--- config.mk ---
export PLATFORM = sky130hd
export DESIGN_NAME = thread_priority_slot_allocator_top
export DESIGN_NICKNAME = d
export VERILOG_FILES = /design/src/rtl/tpsa_pkg.sv /design/src/rtl/thread_priority_slot_allocator_top.sv /design/src/rtl/tpsa_ram.sv /design/src/rtl/tpsa_search.sv
export SDC_FILE = /design/constraint.sdc
export NUM_CORES = 1
export LEC_CHECK = 0
export ABC_AREA = 1
export BUFFER_PORTS_ARGS = -buffer_cell sky130_fd_sc_hd__buf_4
export CORE_MARGIN = 2
export CORE_UTILIZATION = 35
export DETAILED_ROUTE_END_ITERATION = 12
export PLACE_DENSITY = 0.52
export REMOVE_ABC_BUFFERS = 1
export SLEW_MARGIN = 20
export SYNTH_ARGS = -nofsm -noshare
export SYNTH_HDL_FRONTEND = slang
export SYNTH_SLANG_ARGS = --single-unit
--- constraint.sdc ---
create_clock -name clk_i -period 5.75 [get_ports clk_i]
set_input_delay 0.2875 -clock clk_i [delete_from_list [all_inputs] [get_ports clk_i]]
set_output_delay 0.2875 -clock clk_i [all_outputs]
set_load 0.01 [all_outputs]
--- src/rtl/tpsa_pkg.sv ---
// types, codes and default sizes shared by the priority slot allocator
// used by tpsa_search and thread_priority_slot_allocator_top
`default_nettype none

package tpsa_pkg;

  // default sizes for the top level parameters
  localparam int unsigned NumLevelsDef  = 64;
  localparam int unsigned CountWidthDef = 8;

  // fixed field widths of the stream payload
  localparam int unsigned FuncW = 3;
  localparam int unsigned ReqW  = 7;
  localparam int unsigned PrioW = 6;
  localparam int unsigned StatW = 3;

  // operation codes carried in the input tuser
  typedef enum logic [FuncW-1:0] {
    FUNC_ADD_GIVEN   = 3'd0,
    FUNC_ADD_LOWEST  = 3'd1,
    FUNC_ADD_HIGHEST = 3'd2,
    FUNC_ADD_BELOW   = 3'd3,
    FUNC_ADD_ABOVE   = 3'd4,
    FUNC_REMOVE      = 3'd5
  } func_e;

  // result status codes
  typedef enum logic [StatW-1:0] {
    STAT_OK    = 3'd0,
    STAT_RANGE = 3'd1,
    STAT_SAT   = 3'd2,
    STAT_EMPTY = 3'd3,
    STAT_FULL  = 3'd4
  } status_e;

  // count update chosen for the selected level
  typedef enum logic [1:0] {
    OP_NONE = 2'd0,
    OP_ADD  = 2'd1,
    OP_REM  = 2'd2
  } op_e;

  // control from the level search to the update stage
  typedef struct packed {
    op_e     op;
    status_e status;
  } srch_ctrl_t;

endpackage

`default_nettype wire

--- src/rtl/thread_priority_slot_allocator_top.sv ---
// top level of the thread priority slot allocator: count ram, bitmap, update
// depends on tpsa_pkg, tpsa_ram and tpsa_search
//
// Usage: one input transfer per request on the s_axis channel: tuser holds the
// operation code, tdata the given or reference level. Each request gives one
// m_axis transfer with the level taken or released and a status.
// Per-level thread counts live in a ram with registered read; a bitmap in
// flops marks levels whose count is nonzero, so a level whose bit is clear
// reads as zero and no clearing pass is needed after reset.
// On the input transfer the bitmap encoders pick the level and the ram read is
// issued. In the update step the count is checked, written back and the bitmap
// updated while the result is loaded into the output register.
// A new request is taken only after the update step of the previous one has
// finished, as the count ram is read, modified and written back for each
// request.
// A request may be taken while the previous result waits in the output
// register; if the receiver stalls, the update step holds until the register
// frees, and the input stays blocked.
// Reset (rst_ni low, asynchronous) empties all levels and drops the result.
`default_nettype none

module thread_priority_slot_allocator_top
  import tpsa_pkg::*;
#(
  parameter int unsigned NumLevels  = NumLevelsDef,
  parameter int unsigned CountWidth = CountWidthDef
) (
  input  wire logic        clk_i,
  input  wire logic        rst_ni,
  input  wire logic        s_axis_tvalid,
  output logic             s_axis_tready,
  input  wire logic [7:0]  s_axis_tdata,   // [6:0] priority_req, [7] zero
  input  wire logic [2:0]  s_axis_tuser,   // [2:0] func
  output logic             m_axis_tvalid,
  input  wire logic        m_axis_tready,
  output logic      [15:0] m_axis_tdata    // [5:0] assigned_priority, [8:6] status, rest zero
);

  localparam int unsigned LvlW = $clog2(NumLevels);

  typedef enum logic [1:0] {
    S_IDLE = 2'b01,
    S_RMW  = 2'b10
  } fsm_e;

  fsm_e            state_q, state_d;
  logic [NumLevels-1:0] occ_q, occ_d;
  logic [LvlW-1:0] lvl_q;
  srch_ctrl_t      ctrl_q;
  logic            out_vld_q, out_vld_d;
  logic [PrioW-1:0] out_prio_q;
  status_e         out_stat_q;

  logic            in_xfer;
  logic            finish;
  logic [LvlW-1:0] srch_lvl;
  srch_ctrl_t      srch_ctrl;
  logic [CountWidth-1:0] rdata;
  logic [CountWidth-1:0] cnt;
  logic            cnt_full;
  logic            cnt_zero;
  logic            ram_we;
  logic [CountWidth-1:0] wdata;
  status_e         fin_stat;

  assign s_axis_tready = (state_q == S_IDLE);
  assign in_xfer       = s_axis_tvalid && s_axis_tready;

  // level search over the bitmap
  tpsa_search #(
    .NumLevels(NumLevels)
  ) u_search (
    .occ_i  (occ_q),
    .func_i (func_e'(s_axis_tuser)),
    .req_i  (s_axis_tdata[ReqW-1:0]),
    .lvl_o  (srch_lvl),
    .ctrl_o (srch_ctrl)
  );

  // per-level count storage
  tpsa_ram #(
    .Width(CountWidth),
    .Depth(NumLevels)
  ) u_cnt_ram (
    .clk_i   (clk_i),
    .we_i    (ram_we),
    .waddr_i (lvl_q),
    .wdata_i (wdata),
    .re_i    (in_xfer),
    .raddr_i (srch_lvl),
    .rdata_o (rdata)
  );

  // update step: runs once the output register is free
  assign finish   = (state_q == S_RMW) && (!out_vld_q || m_axis_tready);
  assign cnt      = occ_q[lvl_q] ? rdata : '0;
  assign cnt_full = (cnt == {CountWidth{1'b1}});
  assign cnt_zero = !occ_q[lvl_q];

  always_comb begin
    ram_we   = 1'b0;
    wdata    = cnt;
    occ_d    = occ_q;
    fin_stat = ctrl_q.status;
    if (finish) begin
      case (ctrl_q.op)
        OP_ADD: begin
          if (cnt_full) begin
            fin_stat = STAT_FULL;
          end else begin
            ram_we       = 1'b1;
            wdata        = cnt + CountWidth'(1);
            occ_d[lvl_q] = 1'b1;
          end
        end
        OP_REM: begin
          if (cnt_zero) begin
            fin_stat = STAT_EMPTY;
          end else begin
            ram_we       = 1'b1;
            wdata        = cnt - CountWidth'(1);
            occ_d[lvl_q] = (cnt != CountWidth'(1));
          end
        end
        default: begin
          ram_we = 1'b0;
        end
      endcase
    end
  end

  // sequencing
  always_comb begin
    state_d = state_q;
    case (state_q)
      S_IDLE: begin
        if (in_xfer) begin
          state_d = S_RMW;
        end
      end
      S_RMW: begin
        if (finish) begin
          state_d = S_IDLE;
        end
      end
      default: begin
        state_d = S_IDLE;
      end
    endcase
  end

  // output valid
  always_comb begin
    out_vld_d = out_vld_q;
    if (m_axis_tready) begin
      out_vld_d = 1'b0;
    end
    if (finish) begin
      out_vld_d = 1'b1;
    end
  end

  // control state
  always_ff @(posedge clk_i or negedge rst_ni) begin
    if (!rst_ni) begin
      state_q   <= S_IDLE;
      occ_q     <= '0;
      out_vld_q <= 1'b0;
    end else begin
      state_q   <= state_d;
      occ_q     <= occ_d;
      out_vld_q <= out_vld_d;
    end
  end

  // stage and result payload
  always_ff @(posedge clk_i) begin
    if (in_xfer) begin
      lvl_q  <= srch_lvl;
      ctrl_q <= srch_ctrl;
    end
    if (finish) begin
      out_prio_q <= PrioW'(lvl_q);
      out_stat_q <= fin_stat;
    end
  end

  assign m_axis_tvalid = out_vld_q;
  assign m_axis_tdata  = {7'd0, out_stat_q, out_prio_q};

`ifndef ASSERT_OFF
  a_state_onehot: assert property (@(posedge clk_i) disable iff (!rst_ni)
    $onehot(state_q))
    else $error("sequencer state not one-hot");

  a_accept_to_rmw: assert property (@(posedge clk_i) disable iff (!rst_ni)
    in_xfer |=> (state_q == S_RMW))
    else $error("accepted request did not enter update step");

  a_write_in_rmw: assert property (@(posedge clk_i) disable iff (!rst_ni)
    ram_we |-> (state_q == S_RMW) && !(ctrl_q.op == OP_NONE))
    else $error("count write outside update step");

  a_add_sets_occ: assert property (@(posedge clk_i) disable iff (!rst_ni)
    (ram_we && (ctrl_q.op == OP_ADD)) |=> occ_q[$past(lvl_q)])
    else $error("occupancy bit not set after add");
`endif

endmodule

`default_nettype wire

--- src/rtl/tpsa_ram.sv ---
// generic single write port ram with one registered read port
// no dependencies
`default_nettype none

module tpsa_ram #(
  parameter int unsigned Width = 8,
  parameter int unsigned Depth = 64
) (
  input  wire logic                     clk_i,
  input  wire logic                     we_i,
  input  wire logic [$clog2(Depth)-1:0] waddr_i,
  input  wire logic [Width-1:0]         wdata_i,
  input  wire logic                     re_i,
  input  wire logic [$clog2(Depth)-1:0] raddr_i,
  output logic      [Width-1:0]         rdata_o
);

  logic [Width-1:0] mem_q [Depth];

  // write port
  always_ff @(posedge clk_i) begin
    if (we_i) begin
      mem_q[waddr_i] <= wdata_i;
    end
  end

  // registered read, data holds while re_i is low
  always_ff @(posedge clk_i) begin
    if (re_i) begin
      rdata_o <= mem_q[raddr_i];
    end
  end

endmodule

`default_nettype wire

--- src/rtl/tpsa_search.sv ---
// level selection: priority encoders over the occupancy bitmap
// depends on tpsa_pkg
`default_nettype none

module tpsa_search
  import tpsa_pkg::*;
#(
  parameter int unsigned NumLevels = NumLevelsDef
) (
  input  wire logic [NumLevels-1:0]         occ_i,
  input  wire func_e                        func_i,
  input  wire logic [ReqW-1:0]              req_i,
  output logic      [$clog2(NumLevels)-1:0] lvl_o,
  output srch_ctrl_t                        ctrl_o
);

  localparam int unsigned LvlW = $clog2(NumLevels);
  localparam logic [LvlW-1:0] LvlTop = LvlW'(NumLevels - 1);

  logic            req_ok;
  logic [LvlW-1:0] start;
  logic            any_occ;
  logic [LvlW-1:0] hi_occ;
  logic [LvlW-1:0] lo_occ;
  logic            up_found;
  logic [LvlW-1:0] up_free;
  logic            dn_found;
  logic [LvlW-1:0] dn_free;

  assign req_ok = int'(req_i) < NumLevels;
  assign start  = req_ok ? LvlW'(req_i) : LvlTop;

  // encoders: highest and lowest occupied level
  always_comb begin
    any_occ = 1'b0;
    hi_occ  = '0;
    lo_occ  = '0;
    for (int i = 0; i < NumLevels; i++) begin
      if (occ_i[i]) begin
        any_occ = 1'b1;
        hi_occ  = LvlW'(i);
      end
    end
    for (int i = NumLevels - 1; i >= 0; i--) begin
      if (occ_i[i]) begin
        lo_occ = LvlW'(i);
      end
    end
  end

  // encoders: first free level at or after start, and at or before start
  always_comb begin
    up_found = 1'b0;
    up_free  = '0;
    dn_found = 1'b0;
    dn_free  = '0;
    for (int i = NumLevels - 1; i >= 0; i--) begin
      if (!occ_i[i] && (i >= int'(start))) begin
        up_found = 1'b1;
        up_free  = LvlW'(i);
      end
    end
    for (int i = 0; i < NumLevels; i++) begin
      if (!occ_i[i] && (i <= int'(start))) begin
        dn_found = 1'b1;
        dn_free  = LvlW'(i);
      end
    end
  end

  // choose level and preliminary status per operation
  always_comb begin
    lvl_o         = '0;
    ctrl_o.op     = OP_ADD;
    ctrl_o.status = STAT_OK;
    case (func_i)
      FUNC_ADD_GIVEN: begin
        if (req_ok) begin
          lvl_o = start;
        end else begin
          ctrl_o.op     = OP_NONE;
          ctrl_o.status = STAT_RANGE;
        end
      end
      FUNC_ADD_LOWEST: begin
        if (any_occ) begin
          if (hi_occ == LvlTop) begin
            lvl_o         = LvlTop;
            ctrl_o.status = STAT_SAT;
          end else begin
            lvl_o = hi_occ + LvlW'(1);
          end
        end
      end
      FUNC_ADD_HIGHEST: begin
        if (any_occ) begin
          if (lo_occ == '0) begin
            ctrl_o.status = STAT_SAT;
          end else begin
            lvl_o = lo_occ - LvlW'(1);
          end
        end
      end
      FUNC_ADD_BELOW: begin
        if (req_ok && up_found) begin
          lvl_o = up_free;
        end else begin
          lvl_o         = LvlTop;
          ctrl_o.status = STAT_SAT;
        end
      end
      FUNC_ADD_ABOVE: begin
        if (dn_found) begin
          lvl_o = dn_free;
        end else begin
          ctrl_o.status = STAT_SAT;
        end
        if (!req_ok) begin
          ctrl_o.status = STAT_SAT;
        end
      end
      FUNC_REMOVE: begin
        if (req_ok) begin
          lvl_o     = start;
          ctrl_o.op = OP_REM;
        end else begin
          ctrl_o.op     = OP_NONE;
          ctrl_o.status = STAT_RANGE;
        end
      end
      default: begin
        ctrl_o.op     = OP_NONE;
        ctrl_o.status = STAT_RANGE;
      end
    endcase
  end

endmodule

`default_nettype wire
# Word level (Yosys, flattened, before mapping)
# Memories as Yosys holds them, arrays and structs flattened. A register that Yosys moved wholly into a read port is not among the register bits.
# Index checks and enable logic that the tools add are counted.
[op_classes] add_sub_neg=4 mul=0 n_div=0 n_lt_le_gt_ge=129 n_eq_ne=16 shift=0 muxes=494 bitwise=1 reduce_logical=204
[op_table] op="two-way mux 6 bit" n=200
[op_table] op="two-way mux 1 bit" n=204
[op_table] op="less-or-equal comparator 6 bit (first input constant)" n=32
[op_table] op="greater-or-equal comparator 6 bit (first input constant)" n=31
[op_table] op="two-way mux 5 bit" n=32
[op_table] op="logical AND 1 bit" n=130
[op_table] op="two-way mux 64 bit" n=2
[op_table] op="case mux 64 bit (2 select lines)" n=1
[op_table] op="greater-or-equal comparator 5 x 6 -> 1 bit (first input constant)" n=16
[op_table] op="less-or-equal comparator 5 x 6 -> 1 bit (first input constant)" n=16
[op_table] op="two-way mux 4 bit" n=17
[op_table] op="zero test 1 bit" n=65
[op_table] op="bitwise mux 64 bit" n=1
[op_table] op="bitwise OR 64 bit" n=1
[op_table] op="greater-or-equal comparator 4 x 6 -> 1 bit (first input constant)" n=8
[op_table] op="less-or-equal comparator 4 x 6 -> 1 bit (first input constant)" n=8
[op_table] op="two-way mux 3 bit" n=12
[op_table] op="two-way mux 8 bit" n=4
[op_table] op="case mux 6 bit (5 select lines)" n=1
[op_table] op="greater-or-equal comparator 3 x 6 -> 1 bit (first input constant)" n=4
[op_table] op="less-or-equal comparator 3 x 6 -> 1 bit (first input constant)" n=4
[op_table] op="two-way mux 2 bit" n=12
[op_table] op="case mux 3 bit (6 select lines)" n=1
[op_table] op="case mux 8 bit (2 select lines)" n=1
[op_table] op="other kinds (35)" n=45
[word_totals] regBits=87 latch_bits=0 ram_bits=512 romBits=0 input_bits=15 mem_count=1
[memory_table] memory="u_cnt_ram.mem_q" depth=64 word_bits=8 read_ports=1 rd_ports_with_merged_regs=1 write_ports=1 line="tpsa_ram.sv:18" rtl="logic [Width-1:0] mem_q [Depth];"

# Longest topological paths before layout
[depth] ltp_word=70 ltp_mapped=83 mapped_depth_nobuf=83

# Hierarchy
# From an unflattened synthesis, not the netlist that was laid out.
[unflattened] cells_unflattened=3974 hier_area_um2=32653.8
[by_module_without_submodules] module="tpsa_ram" n_inst=1 cells_per_inst=1805 area_each_um2=21419.3 seq_area_each_um2=15615.0
[by_module_without_submodules] module="thread_priority_slot_allocator_top" n_inst=1 cells_per_inst=1041 area_each_um2=6463.7 seq_area_each_um2=2278.4
[by_module_without_submodules] module="tpsa_search" n_inst=1 cells_per_inst=1128 area_each_um2=4770.8 seq_area_each_um2=0.0

# Worst setup path before layout
# OpenSTA, ideal clock, no wires.
[synth_path] path_kind="register -> register" from="reg lvl_q[0]" to="mem u_cnt_ram.mem_q[0][0] (data pin)" setup_time_ps=702 arrival_time_ps=5341 t_required_ps=5048 path_slack_ps=-293 stages_incl_launch_ff=23 n_path_buf=2 synth_period_minus_slack_ps=6043 path_cell_list="edfxtp_1 > nor3_1 > inv_1 > clkbuf_1 > o22ai_1 > a21oi_1 > o2111ai_1 > a221oi_1 > nand2_1 > nor2_1 > ha_1 > inv_1 > nor3_1 > inv_1 > nor3_1 > nand2_1 > nor2_1 > inv_1 > nand2_1 > inv_1 > o21ai_0 > clkbuf_1 > o21ai_0"
[synth_between] elab_chain_cells=7
[synth_lines] element="start, declared" line="thread_priority_slot_allocator_top.sv:48" rtl="logic [LvlW-1:0] lvl_q;"
[synth_lines] element="start signal, assigned" line="thread_priority_slot_allocator_top.sv:179" rtl="lvl_q <= srch_lvl;"
[synth_lines] element="binary-select mux 1 bit (select 6 bit) *" line="thread_priority_slot_allocator_top.sv:96, thread_priority_slot_allocator_top.sv:98"
[synth_lines] element="two-way mux 1 bit (not written as such) *" line="thread_priority_slot_allocator_top.sv:96, thread_priority_slot_allocator_top.sv:98"
[synth_lines] element="two-way mux 8 bit" line="thread_priority_slot_allocator_top.sv:96" rtl="assign cnt = occ_q[lvl_q] ? rdata : '0;"
[synth_lines] element="subtractor 8 x 1 -> 8 bit, or another cell as far along" line="thread_priority_slot_allocator_top.sv:121" rtl="wdata = cnt - CountWidth'(1);"
[synth_lines] element="two-way mux 8 bit (on tied branches)" line="thread_priority_slot_allocator_top.sv:117, thread_priority_slot_allocator_top.sv:108"
[synth_lines] element="case mux 8 bit (2 select lines)" line="thread_priority_slot_allocator_top.sv:106" rtl="case (ctrl_q.op)"
[synth_lines] element="two-way mux 8 bit *" line="thread_priority_slot_allocator_top.sv:105" rtl="if (finish) begin"
[synth_lines] element="named net u_cnt_ram.wdata_i[0]" line="tpsa_ram.sv:12" rtl="input wire logic [Width-1:0] wdata_i,"
[synth_lines] element="end, declared" line="tpsa_ram.sv:18"
# Mark *: on every way through the listed nets, which the timed path passes. The rest lies on a longest branch. The select of a mux whose other input is x is not followed.

# Worst setup path in the final report
[layout_path] from="reg occ_q[2]" to="reg u_cnt_ram.rdata_o[2] (read register of u_cnt_ram.mem_q) (data pin)"
[layout_between] elab_chain_cells=66
[layout_lines] element="start, declared" line="thread_priority_slot_allocator_top.sv:47" rtl="logic [NumLevels-1:0] occ_q, occ_d;"
[layout_lines] element="start signal, assigned" line="thread_priority_slot_allocator_top.sv:167" rtl="occ_q <= '0;"
[layout_lines] element="start signal, assigned" line="thread_priority_slot_allocator_top.sv:171" rtl="occ_q <= occ_d;"
[layout_lines] element="two-way mux 2 bit or zero test 1 bit (tied branches)" line="tpsa_search.sv:39, tpsa_search.sv:58, tpsa_search.sv:64"
[layout_lines] element="two-way mux 2 bit or logical AND 1 bit (tied branches)" line="tpsa_search.sv:39, tpsa_search.sv:64"
[layout_lines] element="two-way mux 3 bit, or another cell as far along (4 in series)" line="tpsa_search.sv:39" rtl="if (occ_i[i]) begin"
[layout_lines] element="two-way mux 4 bit, or another cell as far along (8 in series)" line="tpsa_search.sv:39"
[layout_lines] element="two-way mux 5 bit, or another cell as far along (16 in series)" line="tpsa_search.sv:39"
[layout_lines] element="two-way mux 6 bit, or another cell as far along (32 in series)" line="tpsa_search.sv:39"
[layout_lines] element="adder 6 x 1 -> 6 bit, or another cell as far along" line="tpsa_search.sv:91" rtl="lvl_o = hi_occ + LvlW'(1);"
[layout_lines] element="two-way mux 6 bit, or another cell as far along" line="tpsa_search.sv:87" rtl="if (hi_occ == LvlTop) begin"
[layout_lines] element="two-way mux 6 bit (on tied branches)" line="tpsa_search.sv:86, tpsa_search.sv:113"
[layout_lines] element="case mux 6 bit (5 select lines) *" line="tpsa_search.sv:76" rtl="case (func_i)"
[layout_lines] element="end, declared" line="tpsa_ram.sv:15" rtl="output logic [Width-1:0] rdata_o"
# Mark *: on every way between the ends. The rest lies on a longest branch, timed or not.
# A chain may end at the register's enable or synchronous reset.

==> out/results.txt <==
STA puts the critical path data required time at 6110 ps. The number of antenna diodes in the final layout is 0. The post-synthesis sequential area ratio was 54.55%; the minimum clock period was 6402 ps. The congestion estimate from routability-driven global placement came to 0.9778. Category of the worst setup path capture point: a flip-flop. After global routing the overflow that remains totals 0. The most numerous cell type found on the critical path is sky130_fd_sc_hd__nand2_1. Hold violation count in the final report: 0.

The tools report the setup-violating endpoint count in the final report as 11. The maximum root-to-sink buffer count was 3. In this run the worst setup path begins at occ_q[2]$_DFFE_PN0P_. The tools report the reg2reg setup slack as -650 ps. The number of buffers and inverters on the critical path is 13.

The routed design has 122700 um of wire. For the clock network latency to the later pin of the worst-skew pair, the log shows 630 ps. For the clock skew, the log shows 28.57 ps. The CTS sink count is 606, and the number of nets in the layout is 4369. The final count of pins violating max slew was 0. For the pin with the worst max-slew slack, the measured transition is 1086 ps.

The type of the tightest min-delay check is in2async. STA puts the critical path data arrival time at 6760 ps. The routed layout has 29050 vias. In the layout the commonest cells are 792 x sky130_fd_sc_hd__nand2_1, 653 x sky130_fd_sc_hd__inv_1, 539 x sky130_fd_sc_hd__edfxtp_1. The least setup slack across all paths after layout came out at -652.3 ps. The initial utilization of the core area, before any placement, comes to 35.19%. The startpoint of the most critical register-to-register path is occ_q[2]$_DFFE_PN0P_. Counting flops and latches in the post-synthesis netlist gives 606. The starting DRC count in detailed routing came out at 3097.

The worst setup path is launched from a flip-flop. The post-synthesis instance area came out at 32740 um^2. Leaving out fill and tap cells, the most frequent cell in the layout is sky130_fd_sc_hd__nand2_1. Counting every instance in the synthesized netlist gives 3835.

33 I/O pins were placed. The tools report the number of clock buffers inserted by TritonCTS as 67. The chip width was 309.9 um; the wire length of the first global-routing pass was 179800 um. Across every metal layer, demand over resource in global routing totals 25.17%. The checks that failed: setup timing. After layout, the worst path uses 111.3% of the clock period.

Yosys mapped a number of flops with a built-in enable equal to 539. The placeable core area was 93050 um^2. The H-tree generated during clock tree synthesis spans 3 levels. The worst pin sits at a relative slew slack of 27.32%.

Counting flops with an async set or reset pin after synthesis yields a share of 11.06%. Summing all placed instances gives a cell area of 38670 um^2. Height of the die: 309.9 um.

The run gives 0 as the initial antenna violation count. The tools report the library cell used as clock root buffer as sky130_fd_sc_hd__clkbuf_16. Average wire per standard cell: 21.74 um. Path type of the worst setup path: reg2reg. The filler cells instantiated in the layout total 9070. The run gives 27760 as the number of global-route vias before repair.

The tools report the Yosys warning count as 0. The worst-case IR drop observed on VDD is 226.9 uV. The first TritonRoute pass finished after 7 iterations. Count of maximum capacitance violations: 0. Dividing the detail-routed via count by the number of cells gives 5.145. Dominant register cell in the synthesized netlist: sky130_fd_sc_hd__edfxtp_1.

The quantity of I/O buffers inserted on ports was 24; the remaining routing DRC violations was 0. The multi-input combinational cells in the finished layout cover a total of 12630 um^2. For this design the static power due to leakage is 17.88 nW.

TritonCTS built the clock tree. The run gives 45.85% as the core occupancy in the finished layout. Registers take 17860 um^2. Area of all placed cells without fillers: 42660 um^2. The die covers 96020 um^2.

The run gives 0 as the number of nets still failing antenna checks after routing. Clock-pin slew was measured on the worst setup and hold paths at 60 ps. Power spread over the standard cell area amounts to 257.9 nW/um^2. The critical-path maximum fanout was 15.

The upper clock frequency limit was 156.2 MHz. In this run the mean area of a mapped cell was 8.538 um^2. The standard-cell row count is 112. Critical path's slowest cell: sky130_fd_sc_hd__dfrtp_1. Detailed placement ended at an HPWL of 87420 um. The layout cell share with drive strength beyond 1 came out at 20.97%. The tools report the maximum number of pins on one net before global-route repair as 66. Setup repair after global routing could not meet its margin everywhere. For this run, the slowest stage of the critical path takes 360 ps. In this run, distinct cell masters in the synthesized netlist total 51.

The run finished, with violations left. The area growth from synthesis to layout is 30.29%. Cell class contributing the biggest share of worst-path delay: simple AND/OR/NAND/NOR gates.
==> synthesized netlist by cell type (8+ instances only) <==
cell type / instances / area, um^2
sky130_fd_sc_hd__dfrtp_1: 66 / 1652
sky130_fd_sc_hd__a22oi_1: 69 / 518.0
sky130_fd_sc_hd__o22ai_1: 23 / 143.9
sky130_fd_sc_hd__nor2_1: 337 / 1265
sky130_fd_sc_hd__inv_2: 8 / 30.03
sky130_fd_sc_hd__a31oi_1: 14 / 87.58
sky130_fd_sc_hd__o21ai_0: 72 / 360.4
sky130_fd_sc_hd__nor4_1: 13 / 81.33
sky130_fd_sc_hd__nand2_1: 815 / 3059
sky130_fd_sc_hd__a21oi_1: 128 / 640.6
sky130_fd_sc_hd__or2_2: 10 / 62.56
sky130_fd_sc_hd__buf_1: 12 / 45.04
sky130_fd_sc_hd__buf_2: 48 / 240.2
sky130_fd_sc_hd__buf_4: 15 / 112.6
sky130_fd_sc_hd__a21boi_0: 8 / 60.06
sky130_fd_sc_hd__nand3b_1: 209 / 1569
sky130_fd_sc_hd__edfxtp_1: 539 / 16190
sky130_fd_sc_hd__nand4_1: 19 / 118.9
sky130_fd_sc_hd__nand3_1: 545 / 2728
sky130_fd_sc_hd__inv_1: 663 / 2489
sky130_fd_sc_hd__nor3_1: 51 / 255.2
sky130_fd_sc_hd__clkbuf_1: 96 / 360.4
==> per-layer routing <==
metal  vias up  global-route usage (%)  part of all wire (%)
met2      1126                   41.22                    47
met5         -                       0                     0
met1     13900                   34.28                    43
met3       233                   2.787                   6.1
li1      13790                       -                     -
met4         0                   9.696                   4.0
==> worst paths after layout <==
kind	to	cells past startpoint
worst max register to register	u_cnt_ram.rdata_o[2]$_DFFE_PP_	80
min in group clk_i	ctrl_q[0]$_SDFFCE_PN1P_	3
worst min register to register	m_axis_tvalid$_DFFE_PN0P_	2
max in group asynchronous	occ_q[46]$_DFFE_PN0P_	3
worst max-delay path	u_cnt_ram.rdata_o[2]$_DFFE_PP_	80
worst min-delay path	occ_q[22]$_DFFE_PN0P_	2
==> report_power, final <==
part	internal (mW)	leakage (nW)	switching, mW
Combinational	0.643	11.4	1.11
Clock	2.44	1.03	1.83
Sequential	4.95	5.45	0.0271
Total	8.03	17.9	2.98
==> through the flow <==
step	power [mW]	hold WS (ps)	instances	setup slack [ps]	TNS (ps)
2_1_floorplan	5.759	-8.091	3669	-4482	-1380140
4_1_cts	10.94	53.81	5624	-713.4	-5842
3_5_place_dp	6.595	171.6	5475	-1061	-7453
3_3_place_gp	6.597	177.7	5475	-1110	-7923
6_report	11.00	71.84	5647	-652.3	-5277
5_1_grt	11.34	74.82	5647	-1253	-13100
==> area by class of cell <==
type / instances / share of cell area (%)
repair buffers: 608 / 13.90
well taps: 1254 / 3.678
flip-flops and latches: 606 / 41.87
clock inverters: 39 / 0.8505
clock buffers: 76 / 4.132
inverters: 674 / 5.971
multi-input cells: 2390 / 29.60
==> timing repair <==
action | CTS | global route
pin swaps | 28 | 61
gates cloned | 9 | 9
hold endpoints to repair | 15 | 0
buffers inserted | 23 | 17
hold buffers | 2 | 0
setup endpoints to repair | 11 | 15
gates resized for setup | 86 | 149
==> worst reg2reg max path, delay by kind of cell, from the launching register on <==
family / cells / cell delay, ps
buffers and inverters: 13 / 1600
and+or+nand+nor: 63 / 3780
DFF: 1 / 360
AOI/OAI and AO/OA: 4 / 430
==> sequential cells by signal, summed over array words and instances, names as in the netlist <==
name               cells
u_cnt_ram.mem_q      512
occ_q                 64
u_cnt_ram.rdata_o      8
lvl_q                  6
out_prio_q             6
ctrl_q                 4
out_stat_q             3
state_q                2
m_axis_tvalid          1
==> cells by family after synthesis <==
group,share of synthesized area (%)
compound gates,6.748
buf+inv,10.08
xor+xnor,0.05351
flops,54.55
other cells,0.01145
simple gates,28.29
fa+ha+maj,0.2675
Note: power is estimated with default switching activity, not from simulation.
